--- src/cpts_pkg.sv ---
// ----------------------------------------------------------------------------
// cpts_pkg
// Types, codes and helpers shared by the task scheduler modules.
// ----------------------------------------------------------------------------
package cpts_pkg;

   localparam int MAX_TASKS    = 64;
   localparam int COUNTER_BITS = 16;
   localparam int SLOT_W       = $clog2(MAX_TASKS);
   localparam int IDX_W        = SLOT_W + 1;
   localparam int PRIO_W       = 7;
   localparam int DEPTH_W      = 8;
   localparam int RUN_W        = 2;
   localparam int KIND_W       = 3;
   localparam int RSP_CNT_W    = 16;
   // headroom for decrement, halve-and-add and loads
   localparam int EXT_W        = COUNTER_BITS + 9;

   localparam logic [KIND_W-1:0] KIND_TICK     = 3'd0;
   localparam logic [KIND_W-1:0] KIND_YIELD    = 3'd1;
   localparam logic [KIND_W-1:0] KIND_EXIT     = 3'd2;
   localparam logic [KIND_W-1:0] KIND_PDISABLE = 3'd3;
   localparam logic [KIND_W-1:0] KIND_PENABLE  = 3'd4;
   localparam logic [KIND_W-1:0] KIND_LOAD     = 3'd5;

   localparam logic [RUN_W-1:0] ST_UNUSED  = 2'd0;
   localparam logic [RUN_W-1:0] ST_RUNNING = 2'd1;
   localparam logic [RUN_W-1:0] ST_ZOMBIE  = 2'd2;

   localparam logic [DEPTH_W-1:0] DEPTH_MAX = '1;

   typedef struct packed {
      logic [2:0] kind;
      logic [5:0] slot;
      logic [6:0] load_priority;
      logic [7:0] load_counter;
      logic [1:0] load_run_state;
   } req_type;

   typedef struct packed {
      logic [5:0]        current_slot;
      logic              switched;
      logic              recomputed;
      logic signed [15:0] current_counter;
   } rsp_type;

   typedef struct packed {
      logic signed [COUNTER_BITS-1:0] counter;
      logic [PRIO_W-1:0]              prio;
      logic [RUN_W-1:0]               run_state;
      logic [DEPTH_W-1:0]             depth;
   } entry_type;

   typedef struct packed {
      logic              rd_en;
      logic [SLOT_W-1:0] rd_addr;
      logic              wr_en;
      logic [SLOT_W-1:0] wr_addr;
      entry_type         wr_data;
   } mem_req_type;

   // clamp a widened value into the signed counter range
   function automatic logic signed [COUNTER_BITS-1:0] cnt_sat(
      input logic signed [EXT_W-1:0] v);
      logic signed [EXT_W-1:0] hi;
      logic signed [EXT_W-1:0] lo;
      hi = {{(EXT_W-COUNTER_BITS+1){1'b0}}, {(COUNTER_BITS-1){1'b1}}};
      lo = ~hi;
      if (v > hi) begin
         return hi[COUNTER_BITS-1:0];
      end else if (v < lo) begin
         return lo[COUNTER_BITS-1:0];
      end else begin
         return v[COUNTER_BITS-1:0];
      end
   endfunction

   function automatic logic signed [EXT_W-1:0] cnt_ext(
      input logic signed [COUNTER_BITS-1:0] c);
      return $signed({{(EXT_W-COUNTER_BITS){c[COUNTER_BITS-1]}}, c});
   endfunction

endpackage

--- src/cpts_task_mem.sv ---
// ----------------------------------------------------------------------------
// cpts_task_mem
// Task slot table: one synchronous memory, one read and one write port,
// registered read. Per-slot valid bits stand in for the reset contents.
// ----------------------------------------------------------------------------
module cpts_task_mem (
   input  logic                  clock,
   input  logic                  reset,
   input  cpts_pkg::mem_req_type mem_req,
   output cpts_pkg::entry_type   rd_data
);
   import cpts_pkg::*;

   entry_type             mem [MAX_TASKS];
   logic [MAX_TASKS-1:0]  valid_ff;
   entry_type             raw_ff;
   logic                  hit_ff;
   logic [SLOT_W-1:0]     addr_ff;
   entry_type             reset_entry;

   always_ff @(posedge clock) begin
      if (mem_req.wr_en) begin
         mem[mem_req.wr_addr] <= mem_req.wr_data;
      end
      if (mem_req.rd_en) begin
         raw_ff  <= mem[mem_req.rd_addr];
         addr_ff <= mem_req.rd_addr;
      end
   end

   always_ff @(posedge clock) begin
      if (reset) begin
         valid_ff <= '0;
         hit_ff   <= 1'b0;
      end else begin
         if (mem_req.wr_en) begin
            valid_ff[mem_req.wr_addr] <= 1'b1;
         end
         if (mem_req.rd_en) begin
            hit_ff <= valid_ff[mem_req.rd_addr];
         end
      end
   end

   // an unwritten slot reads as its reset contents
   always_comb begin
      reset_entry.counter   = '0;
      reset_entry.prio      = PRIO_W'(1);
      reset_entry.run_state = (addr_ff == '0) ? ST_RUNNING : ST_UNUSED;
      reset_entry.depth     = '0;
      rd_data = hit_ff ? raw_ff : reset_entry;
   end

endmodule

--- src/cpts_ctrl.sv ---
// ----------------------------------------------------------------------------
// cpts_ctrl
// Event sequencer: read-modify-write of the current slot (a load writes
// its slot), then for schedules the slot-table scan, optional refill and rescan.
// ----------------------------------------------------------------------------
module cpts_ctrl (
   input  logic                  clock,
   input  logic                  reset,
   input  logic                  req_valid,
   output logic                  req_stall,
   input  cpts_pkg::req_type     req,
   output cpts_pkg::mem_req_type mem_req,
   input  cpts_pkg::entry_type   rd_data,
   output logic                  res_valid,
   input  logic                  res_take,
   output cpts_pkg::rsp_type     result
);
   import cpts_pkg::*;

   localparam logic [2:0] S_IDLE   = 3'd0;
   localparam logic [2:0] S_MOD    = 3'd1;
   localparam logic [2:0] S_SCAN   = 3'd2;
   localparam logic [2:0] S_REFILL = 3'd3;
   localparam logic [2:0] S_FINAL  = 3'd4;
   localparam logic [2:0] S_RESP   = 3'd5;
   localparam logic [2:0] S_OUT    = 3'd6;

   localparam logic signed [EXT_W-1:0] ONE_X  = EXT_W'(1);
   localparam logic signed [EXT_W-1:0] OUT_HI = EXT_W'(32767);
   localparam logic signed [EXT_W-1:0] OUT_LO = ~OUT_HI;
   localparam logic [IDX_W-1:0]        IDX_END = IDX_W'(MAX_TASKS);

   logic [2:0]                     state_ff, state_in;
   req_type                        req_ff, req_in;
   logic [SLOT_W-1:0]              cur_ff, cur_in;
   logic [SLOT_W-1:0]              prev_ff, prev_in;
   logic                           refilled_ff, refilled_in;
   logic [IDX_W-1:0]               idx_ff, idx_in;
   logic                           pend_ff, pend_in;
   logic [SLOT_W-1:0]              pend_idx_ff, pend_idx_in;
   logic signed [COUNTER_BITS-1:0] best_ff, best_in;
   logic [SLOT_W-1:0]              best_slot_ff, best_slot_in;
   logic                           found_ff, found_in;
   logic signed [COUNTER_BITS-1:0] cnt_out_ff, cnt_out_in;

   logic                           accept;
   logic                           issue;
   logic                           last;
   logic                           cand;
   logic signed [EXT_W-1:0]        cur_x;
   logic signed [EXT_W-1:0]        dec_x;
   logic signed [COUNTER_BITS-1:0] dec_c;
   logic signed [COUNTER_BITS-1:0] load_c;
   logic signed [COUNTER_BITS-1:0] refill_c;
   logic                           slot_ok;
   logic                           sched;
   entry_type                      mod_e;
   logic signed [EXT_W-1:0]        out_x;

   assign req_stall = (state_ff != S_IDLE);
   assign accept    = req_valid && !req_stall;
   assign res_valid = (state_ff == S_OUT);
   assign issue     = (idx_ff < IDX_END);
   assign last      = pend_ff && (idx_ff == IDX_END);

   // datapath values for the current entry and the sweeps
   always_comb begin
      cur_x    = cnt_ext(rd_data.counter);
      dec_x    = cur_x - ONE_X;
      dec_c    = cnt_sat(dec_x);
      load_c   = cnt_sat($signed({{(EXT_W-8){1'b0}}, req_ff.load_counter}));
      refill_c = cnt_sat((cur_x >>> 1)
                         + $signed({{(EXT_W-PRIO_W){1'b0}}, rd_data.prio}));
      slot_ok  = (int'(req_ff.slot) < MAX_TASKS);
      cand     = pend_ff && (rd_data.run_state == ST_RUNNING)
                 && (rd_data.counter > best_ff);
      out_x    = cnt_ext(cnt_out_ff);
   end

   always_comb begin
      state_in     = state_ff;
      req_in       = req_ff;
      cur_in       = cur_ff;
      prev_in      = prev_ff;
      refilled_in  = refilled_ff;
      idx_in       = idx_ff;
      pend_in      = pend_ff;
      pend_idx_in  = pend_idx_ff;
      best_in      = best_ff;
      best_slot_in = best_slot_ff;
      found_in     = found_ff;
      cnt_out_in   = cnt_out_ff;
      sched        = 1'b0;
      mod_e        = rd_data;

      mem_req.rd_en   = 1'b0;
      mem_req.rd_addr = cur_ff;
      mem_req.wr_en   = 1'b0;
      mem_req.wr_addr = cur_ff;
      mem_req.wr_data = rd_data;

      case (state_ff)
         S_IDLE: begin
            if (accept) begin
               req_in        = req;
               prev_in       = cur_ff;
               refilled_in   = 1'b0;
               mem_req.rd_en = 1'b1;
               state_in      = S_MOD;
            end
         end
         S_MOD: begin
            cnt_out_in = rd_data.counter;
            case (req_ff.kind)
               KIND_TICK: begin
                  mem_req.wr_en = 1'b1;
                  if ((dec_c[COUNTER_BITS-1] || (dec_c == '0))
                      && (rd_data.depth == '0)) begin
                     mod_e.counter = '0;
                     sched = 1'b1;
                  end else begin
                     mod_e.counter = dec_c;
                  end
               end
               KIND_YIELD: begin
                  mem_req.wr_en = 1'b1;
                  mod_e.counter = '0;
                  sched = 1'b1;
               end
               KIND_EXIT: begin
                  mem_req.wr_en   = 1'b1;
                  mod_e.counter   = '0;
                  mod_e.run_state = ST_ZOMBIE;
                  sched = 1'b1;
               end
               KIND_PDISABLE: begin
                  mem_req.wr_en = 1'b1;
                  if (rd_data.depth != DEPTH_MAX) begin
                     mod_e.depth = rd_data.depth + DEPTH_W'(1);
                  end
               end
               KIND_PENABLE: begin
                  mem_req.wr_en = 1'b1;
                  if (rd_data.depth != '0) begin
                     mod_e.depth = rd_data.depth - DEPTH_W'(1);
                  end
               end
               KIND_LOAD: begin
                  mem_req.wr_en   = slot_ok;
                  mem_req.wr_addr = SLOT_W'(req_ff.slot);
                  mod_e.counter   = load_c;
                  mod_e.prio      = req_ff.load_priority;
                  mod_e.run_state = req_ff.load_run_state;
                  mod_e.depth     = '0;
                  if (slot_ok && (SLOT_W'(req_ff.slot) == cur_ff)) begin
                     cnt_out_in = load_c;
                  end
               end
               default: begin
               end
            endcase
            mem_req.wr_data = mod_e;
            if (req_ff.kind != KIND_LOAD) begin
               cnt_out_in = mod_e.counter;
            end
            if (sched) begin
               idx_in       = '0;
               pend_in      = 1'b0;
               best_in      = '1;
               best_slot_in = '0;
               found_in     = 1'b0;
               state_in     = S_SCAN;
            end else begin
               state_in = S_OUT;
            end
         end
         S_SCAN: begin
            mem_req.rd_en   = issue;
            mem_req.rd_addr = idx_ff[SLOT_W-1:0];
            if (issue) begin
               idx_in = idx_ff + IDX_W'(1);
            end
            pend_in     = issue;
            pend_idx_in = idx_ff[SLOT_W-1:0];
            if (cand) begin
               best_in      = rd_data.counter;
               best_slot_in = pend_idx_ff;
               found_in     = 1'b1;
            end
            if (last) begin
               if (found_in && (best_in == '0) && !refilled_ff) begin
                  refilled_in = 1'b1;
                  idx_in      = '0;
                  pend_in     = 1'b0;
                  state_in    = S_REFILL;
               end else begin
                  cur_in   = found_in ? best_slot_in : '0;
                  state_in = S_FINAL;
               end
            end
         end
         S_REFILL: begin
            // read slot i while slot i-1 is written back
            mem_req.rd_en   = issue;
            mem_req.rd_addr = idx_ff[SLOT_W-1:0];
            if (issue) begin
               idx_in = idx_ff + IDX_W'(1);
            end
            pend_in     = issue;
            pend_idx_in = idx_ff[SLOT_W-1:0];
            mod_e.counter   = refill_c;
            mem_req.wr_en   = pend_ff;
            mem_req.wr_addr = pend_idx_ff;
            mem_req.wr_data = mod_e;
            if (last) begin
               idx_in       = '0;
               pend_in      = 1'b0;
               best_in      = '1;
               best_slot_in = '0;
               found_in     = 1'b0;
               state_in     = S_SCAN;
            end
         end
         S_FINAL: begin
            mem_req.rd_en = 1'b1;
            state_in      = S_RESP;
         end
         S_RESP: begin
            cnt_out_in = rd_data.counter;
            state_in   = S_OUT;
         end
         S_OUT: begin
            if (res_take) begin
               state_in = S_IDLE;
            end
         end
         default: begin
            state_in = S_IDLE;
         end
      endcase
   end

   always_comb begin
      result.current_slot = 6'(cur_ff);
      result.switched     = (cur_ff != prev_ff);
      result.recomputed   = refilled_ff;
      if (out_x > OUT_HI) begin
         result.current_counter = OUT_HI[RSP_CNT_W-1:0];
      end else if (out_x < OUT_LO) begin
         result.current_counter = OUT_LO[RSP_CNT_W-1:0];
      end else begin
         result.current_counter = out_x[RSP_CNT_W-1:0];
      end
   end

   always_ff @(posedge clock) begin
      if (reset) begin
         state_ff    <= S_IDLE;
         cur_ff      <= '0;
         prev_ff     <= '0;
         refilled_ff <= 1'b0;
         idx_ff      <= '0;
         pend_ff     <= 1'b0;
         found_ff    <= 1'b0;
      end else begin
         state_ff    <= state_in;
         cur_ff      <= cur_in;
         prev_ff     <= prev_in;
         refilled_ff <= refilled_in;
         idx_ff      <= idx_in;
         pend_ff     <= pend_in;
         found_ff    <= found_in;
      end
   end

   always_ff @(posedge clock) begin
      req_ff       <= req_in;
      pend_idx_ff  <= pend_idx_in;
      best_ff      <= best_in;
      best_slot_ff <= best_slot_in;
      cnt_out_ff   <= cnt_out_in;
   end

endmodule

--- src/counter_priority_task_scheduler_unit.sv ---
// Load, preempt, unknown and plain tick events pass from transfer through the slot
// read, the read-modify-write and the result state to the output register. Schedules
// (tick to zero, yield, exit) add a scan of all MAX_TASKS slots, with a refill also a
// refill pass and a rescan, then a read of the chosen slot, at one slot-table memory
// read per cycle. One event in flight: no new transfer until its result is taken.
// Reset is synchronous; slot contents return to defaults at once.
// ----------------------------------------------------------------------------
// counter_priority_task_scheduler_unit
// Counter/priority task scheduler over a memory of task slots.
// ----------------------------------------------------------------------------
module counter_priority_task_scheduler_unit (
   input  logic              clock,
   input  logic              reset,
   input  logic              req_valid,
   output logic              req_stall,
   input  cpts_pkg::req_type req,
   output logic              rsp_valid,
   input  logic              rsp_stall,
   output cpts_pkg::rsp_type rsp
);
   import cpts_pkg::*;

   mem_req_type mem_req;
   entry_type   rd_data;
   logic        res_valid;
   logic        res_take;
   rsp_type     result;
   logic        rsp_valid_ff;
   rsp_type     rsp_ff;

   cpts_task_mem u_mem (
      .clock   (clock),
      .reset   (reset),
      .mem_req (mem_req),
      .rd_data (rd_data)
   );

   cpts_ctrl u_ctrl (
      .clock     (clock),
      .reset     (reset),
      .req_valid (req_valid),
      .req_stall (req_stall),
      .req       (req),
      .mem_req   (mem_req),
      .rd_data   (rd_data),
      .res_valid (res_valid),
      .res_take  (res_take),
      .result    (result)
   );

   // output register: loads when empty or being drained this cycle
   assign res_take = res_valid && (!rsp_valid_ff || !rsp_stall);

   always_ff @(posedge clock) begin
      if (reset) begin
         rsp_valid_ff <= 1'b0;
      end else if (res_take) begin
         rsp_valid_ff <= 1'b1;
      end else if (!rsp_stall) begin
         rsp_valid_ff <= 1'b0;
      end
   end

   always_ff @(posedge clock) begin
      if (res_take) begin
         rsp_ff <= result;
      end
   end

   assign rsp_valid = rsp_valid_ff;
   assign rsp       = rsp_ff;

endmodule

--- config.mk ---
export PLATFORM = sky130hd
export DESIGN_NAME = counter_priority_task_scheduler_unit
export DESIGN_NICKNAME = d
export VERILOG_FILES = /design/src/cpts_pkg.sv /design/src/cpts_task_mem.sv /design/src/cpts_ctrl.sv /design/src/counter_priority_task_scheduler_unit.sv
export SDC_FILE = /design/constraint.sdc
export NUM_CORES = 2
export LEC_CHECK = 0
export BUFFER_PORTS_ARGS = -buffer_cell sky130_fd_sc_hd__buf_2
export CELL_PAD_IN_SITES_DETAIL_PLACEMENT = 1
export CELL_PAD_IN_SITES_GLOBAL_PLACEMENT = 1
export CORE_MARGIN = 4
export CORE_UTILIZATION = 40
export CTS_CLUSTER_SIZE = 14
export DETAILED_ROUTE_END_ITERATION = 10
export PLACE_DENSITY_LB_ADDON = 0.1
export RECOVER_POWER = 25
export SLEW_MARGIN = 20
export SYNTH_ARGS = -nofsm -noshare
export SYNTH_HDL_FRONTEND = slang
export SYNTH_HIERARCHICAL = 1
export SYNTH_SLANG_ARGS = --single-unit
--- constraint.sdc ---
create_clock -name clock -period 15 [get_ports clock]
set_clock_uncertainty 0.2 [all_clocks]
set_input_delay 0.75 -clock clock [delete_from_list [all_inputs] [get_ports clock]]
set_output_delay 0.75 -clock clock [all_outputs]
set_load 0.005 [all_outputs]
==> results.txt <==
----------------------------------------------------
[Timing]
  Worst slew slack as a fraction of its limit ... -152%
  Setup violations, final ... 0
  Pins over their slew limit ... 1491
  Final Cycle Share ... 57.8%
  Final Hold Violating Endpoints ... 0
  Slew at the pin with the worst max-slew slack ... 3.78 ns
  RSZ-0062 raised after global routing ... no
  Clock period minus final worst setup slack ... 8.67 ns
  Fmax ... 0.115 GHz
  Aggregate negative setup slack ... 0 ns

[Yosys]
  Post-Synth Adder-Cell Area ... 0.416%
  Compound-gate portion of the synthesized area ... 2.06%
  Number of distinct standard cells referenced by the synthesized netlist ... 82
  Gate Count Post-Synth ... 4312
  Predominant post-synthesis flop cell ... edfxtp_1
  Post-synthesis share of cell area spent on and, or, nand and nor gates ... 2.99%
  Post-synth net total ... 4372
  Asr flop ratio synth ... 0%
  Ranking of synthesized cells by area ... edfxtp_1 (73%), mux4_2 (17%), dfxtp_1 (2.0%)
  Sequential-to-total area share from yosys stat ... 75.3%
  Multiplexer share of the synthesized area ... 17.5%
  Dominant combinational cell family by area after synthesis ... multiplexers
  Total of flip-flops plus latches after synthesis ... 2336
  Post-synthesis average cell area ... 21.3 um2
  Cell area after technology mapping ... 92000 um2
  EDFF count, synth ... 2245
  Area share of the largest cell type after synthesis ... 73.3%
  Most common cell in the synthesized netlist ... edfxtp_1
  Area share of xor/xnor cells in the synthesized design ... 0.305%
  Syn. warnings ... 6
  Library cell occupying the most area in the post-synthesis netlist ... edfxtp_1
  Commonest cells in the synthesized netlist ... edfxtp_1 (2245), mux4_2 (689), nor2_1 (259)

[Worst setup path]
  Endpoint required time on the critical path ... 15.01 ns
  Critical path peak fanout ... 64
  Worst reg-to-reg path cell count ... 13
  Count of cell instances traversed by the critical path ... 13
  Category of the worst setup path capture point ... flip-flop
  Count of buffering cells on the critical path with inverters included ... 3
  End point of the critical path ... u_mem/mem[45][31]
  Startpoint of the lowest-slack register-to-register path ... u_mem/hit_ff
  Cell type with the highest occurrence count on the critical path ... clkbuf_1
  Worst setup SP type ... flip-flop
  Sequence of cells on the critical path ... clkbuf_1 -> and2_0 -> inv_1 -> ha_1 -> nor4b_1 -> a32o_1 -> and3_1 -> nor2_1 -> a21boi_0 -> a311oi_1 -> a211oi_1 -> a211oi_4 -> clkbuf_1
  R2r endpoint ... u_mem/mem[45][31]
  Flop2flop setup slack ... 6.33 ns
  Top cell family by delay on the critical path ... buffers and inverters
  Critical Path Max Stage Delay ... 2.16 ns
  Critical Path AT ... 8.68 ns
  Slowest cell on the critical path ... clkbuf_1
  Class of the most critical setup path ... reg -> reg
  Worst setup path start ... u_mem/hit_ff

[Run status]
  Outcome ... finished with violations
  Violations in the final reports ... max-capacitance violations, max-slew violations

[Global routing]
  Vias in the first global route ... 47300
  Number of antenna violations at the first check in global routing ... 25
  Final global-route overflow total ... 0
  Largest net degree at the start of global routing ... 96
  Global Route Usage Sum ... 22.3%
  First-pass GRT wire length ... 375000 um

[Place]
  DP HPWL ... 153000 um
  Placed Cells incl. Taps ... 7274
  Gpl congestion ... 0.824
  Count of input and output buffers ... 55

[Worst hold path]
  Classification of the worst-slack hold path ... in -> reg

[Layout]
  Multi-input gate area ... 22200 um2
  Flip-flop and latch area ... 69200 um2
  Final instance count without filler cells ... 7761
  Area grow syn2layout ... 13.9%
  Filler cells ... 20600
  Net total in the final layout ... 4596
  Layout cell share with drive strength beyond 1 ... 27.7%

[Clock tree]
  H-tree levels ... 4
  Buffer cell driving the clock tree root ... clkbuf_16
  CTS tree ... yes
  Clock-pin slew reported for the worst setup and hold paths after clock tree synthesis ... 0.06 ns
  Clock Sinks ... 2336
  Total of hold buffers inserted after clock tree synthesis ... 29
  PostCTS Resize Cnt ... 0
  Clk_lat worst skew ... 0.87 ns
  Number of setup buffers added after CTS ... 0
  Inserted Clock Buffers ... 239
  Clock Path Buffers ... 3

[Floorplanning]
  Die outline width ... 488 um
  Placeable core area ... 228000 um2
  Die area ... 238000 um2
  Ports placed on the boundary ... 56
  Starting density of the core ... 40.3%
  Placement Rows ... 175
  Die Ht ... 488 um

[Route]
  Number of DRC violations after detailed-routing iteration 0 ... 4738
  Detail-routed net length per standard cell ... 34.0 um
  Via total after detailed routing ... 45400
  Antenna-violating nets left ... 0
  Pre-Repair DR Iteration Count ... 7
  Vias per cell ... 5.85
  Post-detailed-route DRC marker count ... 0
  Total detailed-routing wirelength ... 264000 um

[Power and ir drop]
  Highest ir drop seen on vdd ... 0.0989 mV
  Static leakage ... 0.0320 uW
  Power density of the placed cells ... 147 nW/um2
  Total power of the final layout ... 15400 uW

[Run]
  Count of maximum capacitance violations ... 32

----------------------------------------------------
## per-stage QoR
step / area (um2) / worst slack (ns) / hold WS, ns / utilization (%)
floorplan: 92000 / 7.47 / 0.206 / -
global placement: 96900 / 8.05 / 0.203 / 42.5
detailed placement: 97000 / 7.90 / 0.205 / 42.5
CTS: 105000 / 7.91 / 0.101 / 46.0
global route: 105000 / 5.80 / 0.174 / 45.9
finish: 105000 / 6.33 / 0.195 / 45.9
## how the worst min path moves through the flow
stage                               startpoint                 end  slack, ns  depth (start not counted)
after global placement    u_ctrl/cnt_out_ff[0]              rsp[0]       0.20                          0
final                                req_valid  u_ctrl/state_ff[2]       0.20                          3
after CTS                            req_valid  u_ctrl/state_ff[2]       0.10                          3
after detailed placement  u_ctrl/cnt_out_ff[5]              rsp[5]       0.21                          0
after floorplan               u_ctrl/cur_ff[0]             rsp[18]       0.21                          0
after global routing                 req_valid  u_ctrl/state_ff[2]       0.17                          3
## worst min-delay path, cell delays in order
cell	delay, ns
buf_2	0.14
o21bai_1	0.25
a221oi_1	0.07
## where the power goes
| part | internal (uW) | switching [uW] |
|---|---|---|
| combinational | 538 | 1270 |
| clock | 3320 | 2530 |
| sequential | 7640 | 138 |
| total | 11500 | 3940 |
## logic make-up (layout without fill, tap and decap cells)
family,after synthesis,in the layout
multiplexers,745,745
flip-flops,2336,2336
adder cells (fa/ha/maj),30,30
XOR/XNOR,32,32
AND/OR/NAND/NOR,589,589
buffers and inverters,303,730
AO/OA/AOI/OAI,277,277
other,0,13
## routing by layer
| layer | global-route usage [%] | vias to the layer above | wire length, um |
|---|---|---|---|
| met5 | 0 | - | 0 |
| met4 | 4.31 | 0 | 4790 |
| met3 | 3.30 | 309 | 15300 |
| met2 | 35.5 | 1371 | 125000 |
| met1 | 33.0 | 25200 | 119000 |
| li1 | - | 18500 | - |
## state kept, by name, indices dropped and copies added, names as in the netlist, 3 cells and up
name / flops
u_ctrl/cur_ff: 6
u_mem/raw_ff: 33
u_ctrl/load_c: 8
rsp: 24
u_mem/mem: 2112
u_ctrl/cnt_out_ff: 16
u_mem/valid_ff: 64
u_ctrl/best_ff: 16
u_ctrl/idx_ff: 7
u_ctrl/state_ff: 3
u_ctrl/prev_ff: 6
u_mem/addr_ff: 6
u_ctrl/best_slot_ff: 6
u_ctrl/pend_idx_ff: 6
u_ctrl/req_ff: 18
## cell usage in the layout, fill, tap and decap left out, drive strengths merged, types with 17 or more instances in the layout
| cell type | instances |
|---|---|
| mux4 | 689 |
| edfxtp | 2245 |
| bufinv | 20 |
| dlygate4sd3 | 29 |
| and2 | 39 |
| nor4 | 17 |
| o211ai | 22 |
| dfxtp | 91 |
| mux2i | 46 |
| nand3 | 38 |
| nand2 | 103 |
| nor3 | 39 |
| xnor2 | 20 |
| a22oi | 19 |
| nor2b | 28 |
| nor2 | 260 |
| clkinv | 110 |
| buf | 157 |
| o21ai | 51 |
| ha | 29 |
| clkbuf | 349 |
| a21oi | 66 |
| inv | 53 |
## final cells by class
cell class / instances / area share [%]
Clock inverter: 150 / 1.27
Multi-Input combinational cell: 1673 / 21.2
Tap cell: 3009 / 3.59
Sequential cell: 2336 / 66.1
Clock buffer: 294 / 6.03
Antenna cell: 13 / 0.0311
Timing Repair Buffer: 241 / 1.65
Inverter: 45 / 0.161
Power figures use the tool's default switching activity.
